**src/hdl/periodic_event_timer_scheduler_defines.svh**
```systemverilog
// Assertion macros for the periodic event timer scheduler.
`ifndef PERIODIC_EVENT_TIMER_SCHEDULER_DEFINES_SVH
`define PERIODIC_EVENT_TIMER_SCHEDULER_DEFINES_SVH
// Implication checked on every clock edge outside reset.
`define PETS_ASSERT(label, ante, cons) \
  label: assert property (@(posedge clk) disable iff (rst) (ante) |-> (cons)) \
    else $error("assertion failed");
// Next-cycle implication checked outside reset.
`define PETS_ASSERT_NEXT(label, ante, cons) \
  label: assert property (@(posedge clk) disable iff (rst) (ante) |=> (cons)) \
    else $error("assertion failed");
`endif

```
**src/hdl/pets_pkg.sv**
```systemverilog
// Shared constants, types and codes of the periodic event timer scheduler.
`default_nettype none
package pets_pkg;
  localparam int NumEvents  = 16;
  localparam int FifoDepth  = 32;
  localparam int TimeWidth  = 32;
  localparam int IdxW       = $clog2(NumEvents);
  localparam int FifoAw     = $clog2(FifoDepth);
  localparam int FillW      = $clog2(FifoDepth + 1);

  typedef logic [TimeWidth-1:0] time_t;
  typedef logic [IdxW-1:0]      idx_t;

  typedef enum logic [3:0] {
    MODE_CREATE  = 4'd0,  MODE_START  = 4'd1, MODE_STOP    = 4'd2,
    MODE_TICK    = 4'd3,  MODE_GET    = 4'd4, MODE_POST    = 4'd5,
    MODE_SETPRI  = 4'd6,  MODE_PERCLR = 4'd7, MODE_PERKEEP = 4'd8,
    MODE_RESTART = 4'd9,  MODE_SLEEP  = 4'd10, MODE_RESUME = 4'd11
  } mode_t;

  // FIFO request from the sequencer.
  typedef struct packed {
    logic       push;
    logic       pop;
    logic       clear;
    logic [7:0] push_id;
  } fifo_req_t;

  typedef struct packed {
    logic       full;
    logic       empty;
    logic [7:0] head_id;
  } fifo_stat_t;
endpackage
`default_nettype wire

```
**src/hdl/periodic_event_timer_scheduler.sv**
```systemverilog
// Top level of the periodic event timer scheduler: sequencer, table and FIFO.
//
// One command word enters on s_axis and one result word leaves on m_axis.
// Single-entry commands pass through the accept, execute and output states
// from one accepted word to the next. Tick, sleep, resume and get walk the
// entry table one entry per cycle through one shared add/compare unit,
// stopping early when the created entries end; a get then passes through
// ST_GETW and ST_GETF. The block takes no new word until the result of the
// current one has been taken. The FIFO read port is registered, so a get
// waits in ST_GETW after the walk before using the head id.
`default_nettype none
`include "periodic_event_timer_scheduler_defines.svh"
module periodic_event_timer_scheduler (
  input  wire         clk,
  input  wire         rst,
  input  wire         s_axis_tvalid,
  output logic        s_axis_tready,
  // [3:0] mode, [11:4] event number, [43:12] period_ticks, [48:44] priority_level
  input  wire  [55:0] s_axis_tdata,
  output logic        m_axis_tvalid,
  input  wire         m_axis_tready,
  // [0] status, [8:1] got_event, [9] overflow
  output logic [15:0] m_axis_tdata
);
  typedef enum logic [4:0] {
    ST_IDLE = 5'b00001, ST_WALK = 5'b00010, ST_GETW = 5'b00100,
    ST_GETF = 5'b01000, ST_OUT  = 5'b10000
  } state_t;
  state_t state;

  // Table of entries; count and period are memories walked one per cycle.
  logic [pets_pkg::NumEvents-1:0] created, running, trig, saved;
  logic [4:0] prio [pets_pkg::NumEvents];
  pets_pkg::time_t cnt [pets_pkg::NumEvents];
  pets_pkg::time_t per [pets_pkg::NumEvents];

  logic [3:0]  mode;
  logic [7:0]  id;
  pets_pkg::time_t period;
  logic [4:0]  plev;
  logic [pets_pkg::IdxW:0] walk;
  pets_pkg::idx_t wi;
  logic [4:0]  best_pri;
  pets_pkg::idx_t best;
  logic        status, ovf;
  logic [7:0]  got;
  pets_pkg::fifo_req_t  freq;
  pets_pkg::fifo_stat_t fstat;

  logic valid_id;
  pets_pkg::idx_t idx;
  pets_pkg::time_t inc;
  logic fire;
  logic walk_end;

  assign valid_id = (id != 8'd0) && ({1'b0, id} <= 9'(pets_pkg::NumEvents));
  assign idx      = pets_pkg::IdxW'(id - 8'd1);
  assign wi       = walk[pets_pkg::IdxW-1:0];
  assign walk_end = (walk == (pets_pkg::IdxW+1)'(pets_pkg::NumEvents)) || !created[wi];
  // Shared unit: increment and compare for the walked entry.
  assign inc  = cnt[wi] + 1'b1;
  assign fire = (inc >= per[wi]);

  pets_fifo u_fifo (.clk(clk), .rst(rst), .req(freq), .stat(fstat));

  assign s_axis_tready = (state == ST_IDLE);
  assign m_axis_tvalid = (state == ST_OUT);
  assign m_axis_tdata  = {6'd0, ovf, got, status};

  // FIFO requests: push on a firing or posted priority-0 entry, pop on get, clear on sleep.
  always_comb begin
    freq = '0;
    if (state == ST_WALK && !walk_end && mode == pets_pkg::MODE_TICK &&
        running[wi] && fire && prio[wi] == 5'd0) begin
      freq.push = 1'b1; freq.push_id = 8'(walk) + 8'd1;
    end
    if (state == ST_IDLE && s_axis_tvalid && s_axis_tdata[3:0] == pets_pkg::MODE_POST &&
        s_axis_tdata[11:4] != 8'd0 &&
        {1'b0, s_axis_tdata[11:4]} <= 9'(pets_pkg::NumEvents)) begin
      // post handled after capture
    end
    if (state == ST_WALK && mode == pets_pkg::MODE_POST && valid_id && prio[idx] == 5'd0) begin
      freq.push = 1'b1; freq.push_id = id;
    end
    if (state == ST_GETF && best_pri == 5'd0) freq.pop = 1'b1;
    if (state == ST_WALK && walk_end && mode == pets_pkg::MODE_SLEEP) freq.clear = 1'b1;
  end

  always_ff @(posedge clk) begin
    if (rst) begin
      state <= ST_IDLE;
      created <= '0; running <= '0; trig <= '0; saved <= '0;
      for (int k = 0; k < pets_pkg::NumEvents; k++) prio[k] <= '0;
    end else begin
      unique case (state)
        ST_IDLE: begin
          if (s_axis_tvalid) begin
            mode <= s_axis_tdata[3:0]; id <= s_axis_tdata[11:4];
            period <= s_axis_tdata[43:12]; plev <= s_axis_tdata[48:44];
            walk <= '0; best_pri <= '0; best <= '0;
            status <= 1'b0; ovf <= 1'b0; got <= '0;
            state <= ST_WALK;
          end
        end
        ST_WALK: begin
          unique case (mode)
            pets_pkg::MODE_TICK, pets_pkg::MODE_GET,
            pets_pkg::MODE_SLEEP, pets_pkg::MODE_RESUME: begin
              if (walk_end) begin
                state <= (mode == pets_pkg::MODE_GET) ? ST_GETW : ST_OUT;
              end else begin
                walk <= walk + 1'b1;
                if (mode == pets_pkg::MODE_TICK && running[wi]) begin
                  if (fire) begin
                    if (prio[wi] == 5'd0) begin
                      if (fstat.full) ovf <= 1'b1;
                    end else trig[wi] <= 1'b1;
                  end
                end
                if (mode == pets_pkg::MODE_GET && trig[wi] && prio[wi] > best_pri) begin
                  best_pri <= prio[wi]; best <= wi;
                end
                if (mode == pets_pkg::MODE_SLEEP) begin
                  trig[wi] <= 1'b0; saved[wi] <= running[wi]; running[wi] <= 1'b0;
                end
                if (mode == pets_pkg::MODE_RESUME) begin
                  running[wi] <= saved[wi]; saved[wi] <= 1'b0;
                end
              end
            end
            default: begin
              state <= ST_OUT;
              if (mode <= pets_pkg::MODE_RESTART) begin
                if (!valid_id) status <= 1'b1;
                else begin
                  unique case (mode)
                    pets_pkg::MODE_CREATE: begin
                      if ((created & ((pets_pkg::NumEvents)'(1) << idx) - 1'b1) !=
                          ((pets_pkg::NumEvents)'(1) << idx) - 1'b1) status <= 1'b1;
                      else begin
                        created[idx] <= 1'b1; prio[idx] <= '0;
                      end
                    end
                    pets_pkg::MODE_START:   running[idx] <= 1'b1;
                    pets_pkg::MODE_STOP:    running[idx] <= 1'b0;
                    pets_pkg::MODE_POST: begin
                      if (prio[idx] != 5'd0) trig[idx] <= 1'b1;
                      else if (fstat.full) ovf <= 1'b1;
                    end
                    pets_pkg::MODE_SETPRI:  prio[idx] <= plev;
                    pets_pkg::MODE_RESTART: running[idx] <= 1'b1;
                    default: ;
                  endcase
                end
              end
            end
          endcase
        end
        ST_GETW: state <= ST_GETF;
        ST_GETF: begin
          if (best_pri != 5'd0) begin
            trig[best] <= 1'b0; got <= 8'(best) + 8'd1;
          end else if (!fstat.empty) got <= fstat.head_id;
          state <= ST_OUT;
        end
        ST_OUT: if (m_axis_tready) state <= ST_IDLE;
        default: state <= ST_IDLE;
      endcase
    end
  end

  // Count and period memories, written in the walk state.
  always_ff @(posedge clk) begin
    if (rst) begin
      for (int k = 0; k < pets_pkg::NumEvents; k++) begin
        cnt[k] <= '0; per[k] <= '0;
      end
    end else if (state == ST_WALK) begin
      if (!walk_end && mode == pets_pkg::MODE_TICK && running[wi])
        cnt[wi] <= fire ? '0 : inc;
      else if (!walk_end && mode == pets_pkg::MODE_SLEEP)
        cnt[wi] <= '0;
      else if (valid_id) begin
        unique case (mode)
          pets_pkg::MODE_CREATE: if ((created & ((pets_pkg::NumEvents)'(1) << idx) - 1'b1) ==
                                     ((pets_pkg::NumEvents)'(1) << idx) - 1'b1)
                                   per[idx] <= period;
          pets_pkg::MODE_STOP, pets_pkg::MODE_RESTART: cnt[idx] <= '0;
          pets_pkg::MODE_PERCLR: begin cnt[idx] <= '0; per[idx] <= period; end
          pets_pkg::MODE_PERKEEP: per[idx] <= period;
          default: ;
        endcase
      end
    end
  end

  `PETS_ASSERT(a_ready_only_idle, s_axis_tready, !m_axis_tvalid)
  `PETS_ASSERT(a_got_only_get, m_axis_tvalid && mode != pets_pkg::MODE_GET, got == 8'd0)
  `PETS_ASSERT_NEXT(a_out_held, m_axis_tvalid && !m_axis_tready, m_axis_tvalid)
endmodule
`default_nettype wire

```
**src/hdl/pets_fifo.sv**
```systemverilog
// Event id FIFO with a registered-read memory.
`default_nettype none
`include "periodic_event_timer_scheduler_defines.svh"
module pets_fifo (
  input  wire                  clk,
  input  wire                  rst,
  input  pets_pkg::fifo_req_t  req,
  output pets_pkg::fifo_stat_t stat
);
  logic [7:0] mem [pets_pkg::FifoDepth];
  logic [pets_pkg::FifoAw-1:0] head, tail;
  logic [pets_pkg::FillW-1:0]  fill;
  logic [7:0] rd_data;

  always_ff @(posedge clk) begin
    if (req.push && !stat.full) mem[tail] <= req.push_id;
    rd_data <= mem[head];
  end

  always_ff @(posedge clk) begin
    if (rst || req.clear) begin
      head <= '0; tail <= '0; fill <= '0;
    end else begin
      if (req.push && !stat.full) tail <= tail + 1'b1;
      if (req.pop && !stat.empty) head <= head + 1'b1;
      if (req.push && !stat.full && !(req.pop && !stat.empty)) fill <= fill + 1'b1;
      else if (!(req.push && !stat.full) && req.pop && !stat.empty) fill <= fill - 1'b1;
    end
  end

  assign stat.full    = (fill == pets_pkg::FillW'(pets_pkg::FifoDepth));
  assign stat.empty   = (fill == '0);
  assign stat.head_id = rd_data;

  `PETS_ASSERT(a_fill_range, 1'b1, fill <= pets_pkg::FillW'(pets_pkg::FifoDepth))
  `PETS_ASSERT_NEXT(a_clear_empties, req.clear, fill == '0)
  `PETS_ASSERT(a_no_pushpop_same, req.push, !req.pop)
endmodule
`default_nettype wire

```
**config.mk**
```make
export PLATFORM = sky130hd
export DESIGN_NAME = periodic_event_timer_scheduler
export DESIGN_NICKNAME = d
export VERILOG_FILES = /design/src/hdl/pets_pkg.sv /design/src/hdl/periodic_event_timer_scheduler.sv /design/src/hdl/pets_fifo.sv
export VERILOG_INCLUDE_DIRS = /design/src /design/src/hdl
export SDC_FILE = /design/constraint.sdc
export NUM_CORES = 2
export LEC_CHECK = 0
export BUFFER_PORTS_ARGS = -buffer_cell sky130_fd_sc_hd__buf_2
export CORE_UTILIZATION = 65
export DETAILED_ROUTE_END_ITERATION = 10
export PLACE_DENSITY_LB_ADDON = 0.15
export SKIP_CTS_REPAIR_TIMING = 1
export SLEW_MARGIN = 20
export SYNTH_ARGS = -nofsm -noshare
export SYNTH_HDL_FRONTEND = slang
export SYNTH_HIERARCHICAL = 1
export SYNTH_SLANG_ARGS = --single-unit
```
**constraint.sdc**
```tcl
create_clock -name clk -period 19.55 [get_ports clk]
set_input_delay 0 -clock clk [delete_from_list [all_inputs] [get_ports clk]]
set_output_delay 0 -clock clk [all_outputs]
set_load 0.01 [all_outputs]
```
### Word-level counts from Yosys, hierarchy flattened

Memory sizes are Yosys's and may differ from the RTL's. A register that Yosys moved wholly into a read port is not among the register bits.
Index checks and enable logic that the tools add are counted.

* register bits: 158
* output and inout bits: 18
* logic and storage cells: 350
* input bits: 60
* memories kept: 4
* memory bits (writable): 1360

* $add $sub $neg: 10
* muxes and demuxes: 176
* order comparisons: 10
* equal/unequal tests: 42
* reduce and logical (&&, ||, !) cells: 67
* shift-type cells: 1
* bitwise gates (word level): 22

Memories
* cnt: depth 16, width 32, rd ports 1, clocked after memory_dff 1, write ports 16, RTL line periodic_event_timer_scheduler.sv:34 `pets_pkg::time_t cnt [pets_pkg::NumEvents];`
* per: depth 16, width 32, rd ports 1, clocked after memory_dff 1, write ports 16, RTL line periodic_event_timer_scheduler.sv:35 `pets_pkg::time_t per [pets_pkg::NumEvents];`
* u_fifo.mem: depth 32, width 8, rd ports 1, clocked after memory_dff 1, write ports 1, RTL line pets_fifo.sv:10 `logic [7:0] mem [pets_pkg::FifoDepth];`
* prio: depth 16, width 5, rd ports 2, clocked after memory_dff 1, write ports 16, RTL line periodic_event_timer_scheduler.sv:33 `logic [4:0] prio [pets_pkg::NumEvents];`

Operator list (count)
* $mux W16: 31
* $mux W32: 8
* $and A16 B16 Y16: 6
* $reduce_or A32 Y1: 3
* $mux W1: 88
* $mux W5: 13
* $or A16 B16 Y16: 4
* $pmux W16 S2: 2
* $not A16 Y16: 3
* $mux W4: 11
* $add A32 B1 Y32 const B: 1
* $bwmux W16: 2
* $ge A32 B32 Y1: 1
* $mux W8: 4
* $logic_and A1 B1 Y1: 26
* $pmux W5 S5: 1
* $pmux W5 S2: 2
* $mux W6: 3
* $bmux W1 S4: 4
* $eq A16 B16 Y1: 1
* $eq A4 B3 Y1 const B: 4
* $eq A4 B4 Y1 const B: 4
* $ne A16 B16 Y1: 1
* $pmux W8 S2: 1
* 49 further kinds: 104

### Depth between registers and ports, before layout

* depth after elaboration: 18
* gate-level depth with buffers: 34
* mapped depth without buffers: 29

### Hierarchy

Netlist, hierarchy kept.

By module, submodules not included
* periodic_event_timer_scheduler: times used 1, area each 57550.2 µm², cells each 4159
* pets_fifo: times used 1, area each 11126.9 µm², cells each 626

### Worst setup path before layout

No wires, ideal clock.

* kind: reg2reg
* start: reg (tool-made name)
* end: reg u_fifo/fill[5] (netlist name)
* arrival: 7344 ps
* path buffers: 7
* clock period less this slack: 7471 ps
* library setup time: 127 ps
* cell stages (with the launch flop): 32
* setup slack: 12079 ps
* data required time: 19423 ps
* cells stage by stage: dfxtp_1 buf_2 buf_2 buf_2 buf_1 buf_1 mux2i_1 mux2i_1 ha_1 nand2_1 nor4_1 nand4_1 xor2_1 clkbuf_1 inv_1 ha_1 and4_1 nand4_1 nor4bb_1 a21oi_1 nor3_1 nand2_1 nand2_1 o21a_2 buf_2 nand2_1 ha_1 a21oi_1 a21oi_1 nor4_2 o21ai_0 nor3b_2

RTL lines
* end signal, assigned: RTL line pets_fifo.sv:26 `if (req.push && !stat.full && !(req.pop && !stat.empty)) fill <= fill + 1'b1;`
* end signal, assigned: RTL line pets_fifo.sv:27 `else if (!(req.push && !stat.full) && req.pop && !stat.empty) fill <= fill - 1'b1;`
* end, declared: RTL line pets_fifo.sv:12 `logic [pets_pkg::FillW-1:0] fill;`

==> flow_metrics.env <==
export IMPL_min_to="period[11]"
export IMPL_wl_per_cell_um=28.5
export IMPL_ys_ff_latch=1530
export IMPL_ios=78
export IMPL_drc=0
export IMPL_clock_latency_ns=0.78
export IMPL_routed_wl_um=182000
export IMPL_yosys_warnings=6
export IMPL_core_area_um2=104000
export IMPL_grt_overflow=0
export IMPL_grt_use_total=0.343
export IMPL_pwr_share_clk=0.381
export IMPL_syn_inst=4785
export IMPL_period_minus_slack_ns=9.85
export IMPL_cts_buffers=154
export IMPL_chipWidth_um=327
export IMPL_place_congestion=0.926
export IMPL_dp_hpwl_um=100000
export IMPL_initial_core_util=0.660
export IMPL_maxSlewHeadroom=0.221
export IMPL_cp_start_kind="register"
export IMPL_reg2reg_to="u_fifo/fill[5]"
export IMPL_die_y_um=327
export IMPL_finalHoldViolations=0
export IMPL_status="completed"
export IMPL_synth_seq_area_share=0.655
export IMPL_dieArea_um2=107000
export IMPL_reg2reg_depth=29
export IMPL_final_period_utilization=0.504
export IMPL_async_flop_share=0
export IMPL_crit_fanout=50
export IMPL_crit_path_max_incr_delay_ns=0.96
export IMPL_routed_via_count=42900
export IMPL_avgSynthCellArea_um2=14.4
export IMPL_setup_viol=0
export IMPL_rsz0062_at_grt="false"
export IMPL_cp_required_ns=20.17
export IMPL_htree_num_levels=4
export IMPL_grt_antenna_before_repair=3
export IMPL_grt_pass1_wl_um=268000
export IMPL_p_int_uw=5580
export IMPL_fmax_mhz=102
export IMPL_cts_sinks=1530
export IMPL_endpoint_kind="register"
export IMPL_dpl_cell_area_um2=70600
export IMPL_swShare=0.249
export IMPL_setup_ws_ns=9.70
export IMPL_fin_setup_tns_ns=0
export IMPL_worstHoldPathCells=2
export IMPL_n_antenna_cell=0
export IMPL_fin_cells=6393
export IMPL_first_iter_violations=5797
export IMPL_yosys_most_used_dff="edfxtp_1"
export IMPL_switchingPower_uw=1850
export IMPL_port_buffers=64
export IMPL_drive_gt1_frac=0.178
export IMPL_pre_cts_ws_ns=9.16
export IMPL_grt_max_degree=106
export IMPL_yosys_cell_types_count=84
export IMPL_drtAntennaViolNets=0
export IMPL_cp_common_cell="nand2_1"
export IMPL_min_from="s_axis_tdata[23]"
export IMPL_peakVddDrop_v=0.0000829
export IMPL_dp_cells=6022
export IMPL_drv_slew=0
export IMPL_drtPass1Iterations=8
export IMPL_worst_setup_path_type="register to register"
export IMPL_p_per_area_nw_per_um2=97.3
export IMPL_syn2layout_area_growth_pct=11.2
export IMPL_viasPerCell=6.71
export IMPL_cts_buffer_depth=3
export IMPL_skew_ns=0.0353
export IMPL_fin_area_um2=76400
export IMPL_maxCapViolations=0
export IMPL_rows=118
export IMPL_cp_arrival_ns=10.47
export IMPL_worstMarginPinSlew_ns=1.17
export IMPL_ff2ff_setup_slack_ns=9.70
export IMPL_cp_slowest_cell="dfxtp_4"
export IMPL_fin_hold_ws_ns=0.0282
export IMPL_cts_root_buf="clkbuf_16"
export IMPL_synth_edf_count=1433
export IMPL_synth_cell_area_um2=68700
export IMPL_hold_path_class="primary input to register"
export IMPL_power_frac_seq=0.500
export IMPL_p_leak_uw=0.0253
export IMPL_nets=5013
export IMPL_pwr_share_comb=0.118
export IMPL_grt_pass1_vias=42300
export IMPL_cts_tree="done"
export IMPL_clk_pin_slew_ns=0.06
power by group through the flow:
stage / clock, uW / combinational (uW) / sequential, uW
6_report: 2830 / 879 / 3720
5_1_grt: 2960 / 928 / 3730
4_1_cts: 2840 / 851 / 3720
3_5_place_dp: 0 / 845 / 3790
3_3_place_gp: 0 / 832 / 3780
2_1_floorplan: 0 / 610 / 3750
cells in the final DEF, fill, tap and decap left out, drive strengths merged, types with 69 or more instances in the layout:
master       synthesis  routed
inv                 82      87
dlygate4sd3          0      91
mux4               386     386
clkbuf             262     197
nor2              1080    1080
edfxtp            1433    1433
and2               160     160
conb                 1      70
o21ai              100     100
buf                128     179
a21oi               79      79
nand2              204     204
nor3                97      97
dfxtp               97      97
clkinv               3      69
mux2i              100     100
area by class of cell:
class,instances,area [um^2]
Clock buffer,197,4220
Multi-Input combinational cell,2849,22400
Tap cell,1380,1730
Inverter,85,320
Sequential cell,1530,45000
Fill cell,6479,27700
Timing Repair Buffer,270,2110
Clock inverter,82,576
metal layers:
layer	part of all wire	track usage
met5	0.00010	0
met4	0.040	0.137
met3	0.12	0.0739
met2	0.48	0.544
met1	0.36	0.469
Yosys cell counts, drive strengths merged (82+ instances only):
cell type  instances  area share
o21ai            100      0.0075
mux2i            100       0.015
mux4             386        0.13
inv               82      0.0045
nor2            1080       0.059
clkbuf           262       0.014
dfxtp             97       0.028
and2             160       0.015
edfxtp          1433        0.63
buf              128       0.011
nand2            204       0.011
nor3              97      0.0071
critical path, delay by kind of cell (launching register included):
family,cells,cell delay [ns]
mux,2,0.49
xor+xnor,1,0.65
simple gates,10,2.81
flops,1,0.96
compound gates,10,2.06
fa+ha+maj,2,0.67
buf+inv,4,1.95
kinds of logic after synthesis:
group | share of synthesized area
compound gates | 0.0438
flops | 0.655
buf+inv | 0.0304
simple gates | 0.109
other cells | 0.0000546
fa+ha+maj | 0.0116
mux | 0.142
xor+xnor | 0.00767
state kept, by name, indices dropped and copies added (netlist names), 15 cells and up, named ones only:
signal and cells:
cnt 512, created 16, per 512, period 32, prio 80, saved 16, trig 15, u_fifo/mem 256
how the worst max path moves through the flow:
stage | startpoint | end | slack (ns) | depth (start not counted)
2_1_floorplan | register | u_fifo/fill[5] | 12.08 | 31
3_3_place_gp | register | u_fifo/fill[5] | 9.23 | 29
3_5_place_dp | register | u_fifo/fill[5] | 9.16 | 27
4_1_cts | register | u_fifo/fill[5] | 9.07 | 27
5_1_grt | register | u_fifo/fill[5] | 8.92 | 27
6_report | register | u_fifo/fill[5] | 9.70 | 29
through the flow:
step | util | total power (uW)
global placement | 0.678 | 4610
CTS | 0.724 | 7410
detailed placement | 0.678 | 4630
floorplan | - | 4360
global route | 0.734 | 7620
finish | 0.734 | 7430
No activity file was read; power rests on OpenSTA's default activity.
